--- src/hw/rtl/sbs_pkg.sv ---
// shared types and constants for the sorted table binary search block
package sbs_pkg;

	localparam int KEY_W   = 32;
	localparam int VAL_W   = 32;
	localparam int INDEX_W = 10;
	localparam int COUNT_W = 11;

	localparam logic OP_LOAD   = 1'b0;
	localparam logic OP_LOOKUP = 1'b1;

	// input word
	typedef struct packed {
		logic               op;
		logic [INDEX_W-1:0] entry_index;
		logic [KEY_W-1:0]   key;
		logic [VAL_W-1:0]   entry_offset;
		logic [VAL_W-1:0]   entry_length;
	} in_word_t;

	// result word
	typedef struct packed {
		logic             hit;
		logic [VAL_W-1:0] found_offset;
		logic [VAL_W-1:0] found_length;
	} out_word_t;

	// one table entry
	typedef struct packed {
		logic [KEY_W-1:0] key;
		logic [VAL_W-1:0] offset;
		logic [VAL_W-1:0] length;
	} entry_t;

	// controller to datapath
	typedef struct packed {
		logic wr_en;
		logic init;
		logic step;
		logic res_hit;
		logic res_miss;
	} cmd_t;

	// datapath to controller
	typedef struct packed {
		logic empty;
		logic eq;
		logic next_empty;
	} sts_t;

endpackage

--- src/hw/rtl/sbs_ctrl.sv ---
// search controller: idle / probe state machine
module sbs_ctrl (
	input  logic          clk,
	input  logic          arst_n,
	input  logic          start,
	input  logic          op,
	input  sbs_pkg::sts_t sts,
	output sbs_pkg::cmd_t cmd,
	output logic          busy,
	output logic          done
);

	typedef enum logic {
		ST_IDLE,
		ST_PROBE
	} state_t;

	state_t state_q;
	state_t state_d;
	logic   done_q;

	always_comb begin
		cmd     = '0;
		state_d = state_q;
		unique case (state_q)
			ST_IDLE: begin
				if (start) begin
					if (op == sbs_pkg::OP_LOAD) begin
						cmd.wr_en = 1'b1;
					end else begin
						cmd.init = 1'b1;
						if (sts.empty) begin
							cmd.res_miss = 1'b1;
						end else begin
							state_d = ST_PROBE;
						end
					end
				end
			end
			ST_PROBE: begin
				cmd.step = 1'b1;
				if (sts.eq) begin
					cmd.res_hit = 1'b1;
					state_d     = ST_IDLE;
				end else if (sts.next_empty) begin
					cmd.res_miss = 1'b1;
					state_d      = ST_IDLE;
				end
			end
			default: begin
				state_d = ST_IDLE;
			end
		endcase
	end

	always_ff @(posedge clk or negedge arst_n) begin
		if (!arst_n) begin
			state_q <= ST_IDLE;
			done_q  <= 1'b0;
		end else begin
			state_q <= state_d;
			done_q  <= cmd.res_hit | cmd.res_miss;
		end
	end

	assign busy = (state_q == ST_PROBE);
	assign done = done_q;

endmodule

--- config.mk ---
export PLATFORM = sky130hd
export DESIGN_NAME = sbs_ctrl
export DESIGN_NICKNAME = d
export VERILOG_FILES = /design/src/hw/rtl/sbs_pkg.sv /design/src/hw/rtl/sbs_ctrl.sv
export SDC_FILE = /design/constraint.sdc
export NUM_CORES = 1
export LEC_CHECK = 0
export BUFFER_PORTS_ARGS = -buffer_cell sky130_fd_sc_hd__buf_2
export CAP_MARGIN = 20
export CORE_AREA = 10 10 47 49
export DETAILED_ROUTE_END_ITERATION = 6
export DIE_AREA = 0 0 57 59
export PLACE_DENSITY = 0.41
export SKIP_LAST_GASP = 1
export SLEW_MARGIN = 0
export SYNTH_ARGS = -nofsm -noshare
export SYNTH_HDL_FRONTEND = slang
export SYNTH_SLANG_ARGS = --single-unit
--- constraint.sdc ---
create_clock -name clk -period 1.2 [get_ports clk]
set_input_delay 0.12 -clock clk [delete_from_list [all_inputs] [get_ports clk]]
set_output_delay 0.12 -clock clk [all_outputs]
set_load 0.05 [all_outputs]
==> results.toml <==
[finish]
utilization_pct = 22.0
antenna_cells = 0
final_cell_mix = "buf_2, buf_6, clkbuf_4"
final_common_cell = "buf_2"
design_area_um2 = 308
drive_above_1_share_pct = 71.9
area_growth_syn_to_layout_pct = 134
fin_nets = 40

[run]
cap_violations = 0

[yosys]
synth_area_per_cell_um2 = 9.38
syn_inst = 14
netlist_area_um2 = 131
ys_seq_elements = 2
yosysSeqAreaShare_pct = 38.1
yosys-top-cells-area = "dfrtp_1, nor3b_2, and3b_1"
netlist-cell-type-count = 12
synth.top_cell.area_share_pct = 38.1
yosys.area.top_type = "dfrtp_1"
syn_nets = 21
yosysWarningCount = 0

[worst_setup_path]
reg2reg_slack_ns = 0.23
criticalPathCategory = "flip-flop to output port"
max_stage_delay_ns = 0.51
path_buf_inv = 1
crit_chain = "and3b_2 > buf_8"
crit_required_ns = 1.08
crit_fanout = 8
arrival_ns = 1.18
critical_path.top_delay_family = "flip-flops"
cp_slowest_cell = "dfrtp_4"
end_kind = "output port"
start_kind = "flip-flop"

[clocking]
cts_tree = "yes"
cts_inserted_buffers = 3
clkLatencyLatePin_ns = 0.24
h-tree-depth = 1
path_clk_slew_ns = 0.04
cts_buffer_depth = 2
cts_sinks = 2
cts_root_buf = "clkbuf_4"

[power]
power_density_mw_per_mm2 = 1240
clkPwrFrac_pct = 47.6
p_leak_nw = 0.156
max-vdd-ir-drop_uv = 516
internal-power_mw = 0.244
combPwrFrac_pct = 31.5
switchingPower_mw = 0.137
swShare_pct = 35.9
p_seq_share_pct = 20.8
finalPower_mw = 0.381

[die]
die_y_um = 59
core_mm2 = 0.00140
io_pins = 14
initial_utilization_pct = 9.38
die_width_um = 57
rows = 14
die_area_mm2 = 0.00336

[detailed_routing]
viasPerCell = 3.65
drtPass1Iterations = 1
detail_route.wl_per_cell_um = 12.3
drtIter0Drc = 0
detail-route-antenna-nets = 0
drt-total-wl_um = 591
drc = 0
vias = 175

[placement]
dpl_cell_area_um2 = 229
portBuffers = 13
place_congestion = 0.592

[run_status]
violations = "negative setup slack"
status = "finished, violations left"

[global_route]
grt_overflow = 0
grt_pass1_wl_um = 910
grt_start_max_net_pins = 9
antenna_found_initial = 0
grt_pass1_vias = 218
grt_use_total_pct = 3.84

[timing]
fin_ws_ns = -0.101
fmax_mhz = 769
clock_skew_ns = 0.000786
tightestPinTransition_ns = 0.265
finalCritPeriodShare_pct = 108
relSlewSlack_pct = 82.4
finalMaxSlewViolations = 0
min_period_ns = 1.30
setup_viol = 3
rsz0062_at_grt = "true"
holdWs_ns = 0.170
finalHoldViolCount = 0

[worst_hold_path]
hp-class = "input pin to flip-flop"
## Yosys cell counts, drive strengths merged
cell and number:
buf 1, a21o 1, nand3b 1, and3b 1, a21oi 1, dfrtp 2
inv 2, nor3b 2, o21ai 1, nand3 1, and2 1
## cell families (layout without fill, tap and decap cells)
family / count (synthesis) / after routing / share of synthesized area, %
simple gates: 6 / 6 / 37.1
flops: 2 / 2 / 38.1
buf+inv: 3 / 21 / 11.4
compound gates: 3 / 3 / 13.3
## sequential cells by signal (all words and copies together), names as in the netlist
| name | cells |
|---|---|
| busy | 1 |
| done | 1 |
## routing by layer
| metal | GRT usage (%) | part of all wire, % |
|---|---|---|
| met1 | 2.96 | 36 |
| met2 | 5.58 | 45 |
| met3 | 2.15 | 13 |
| met4 | 6.04 | 6.3 |
| met5 | 0 | 0 |
## per-stage QoR
| step | TNS (ns) | setup WS [ns] | std cells |
|---|---|---|---|
| final | -0.175 | -0.101 | 48 |
| after floorplan | -0.0451 | -0.0243 | 14 |
| after CTS | -0.270 | -0.106 | 48 |
| after global routing | -0.322 | -0.135 | 48 |
| after global placement | 0 | 0.0609 | 42 |
| after detailed placement | 0 | 0.0576 | 42 |
## worst register-to-register path, delay by kind of cell (launching register included)
family	cells	cell delay (ns)
AO/OA/AOI/OAI	1	0.16
AND/OR/NAND/NOR	1	0.25
flip-flops	1	0.46
## what timing repair did
item,in CTS,in global routing
resized for setup,9,3
setup endpoints to repair,4,5
buffers inserted,1,0
pin swaps,1,1
hold buffers,1,0
endpoints found under the hold margin,2,0
gates cloned,0,0
## final timing paths
path,startpoint,end,cells past startpoint
setup / recovery,busy$_DFF_PN0_,cmd[3],2
hold / removal,sts[2],busy$_DFF_PN0_,3
setup reg to reg,busy$_DFF_PN0_,busy$_DFF_PN0_,2
hold reg to reg,busy$_DFF_PN0_,done$_DFF_PN0_,2
max in group asynchronous,arst_n,busy$_DFF_PN0_,2
min in group asynchronous,arst_n,busy$_DFF_PN0_,2
## area by class of cell
cell class	instances	area, um^2
multi-input combinational	9	82.6
fill	161	1090
inverter	2	7.51
tap	16	20.0
sequential	2	53.8
timing repair buffer	15	118
clock buffer	4	26.3
## power groups by stage
stage / logic [mW] / registers (mW) / clock network [mW]
floorplan: 0.0533 / 0.0976 / 0
global placement: 0.0997 / 0.0807 / 0
detailed placement: 0.0993 / 0.0809 / 0
CTS: 0.118 / 0.0793 / 0.188
global route: 0.127 / 0.0806 / 0.199
finish: 0.120 / 0.0794 / 0.182
Power figures use the tool's default switching activity.
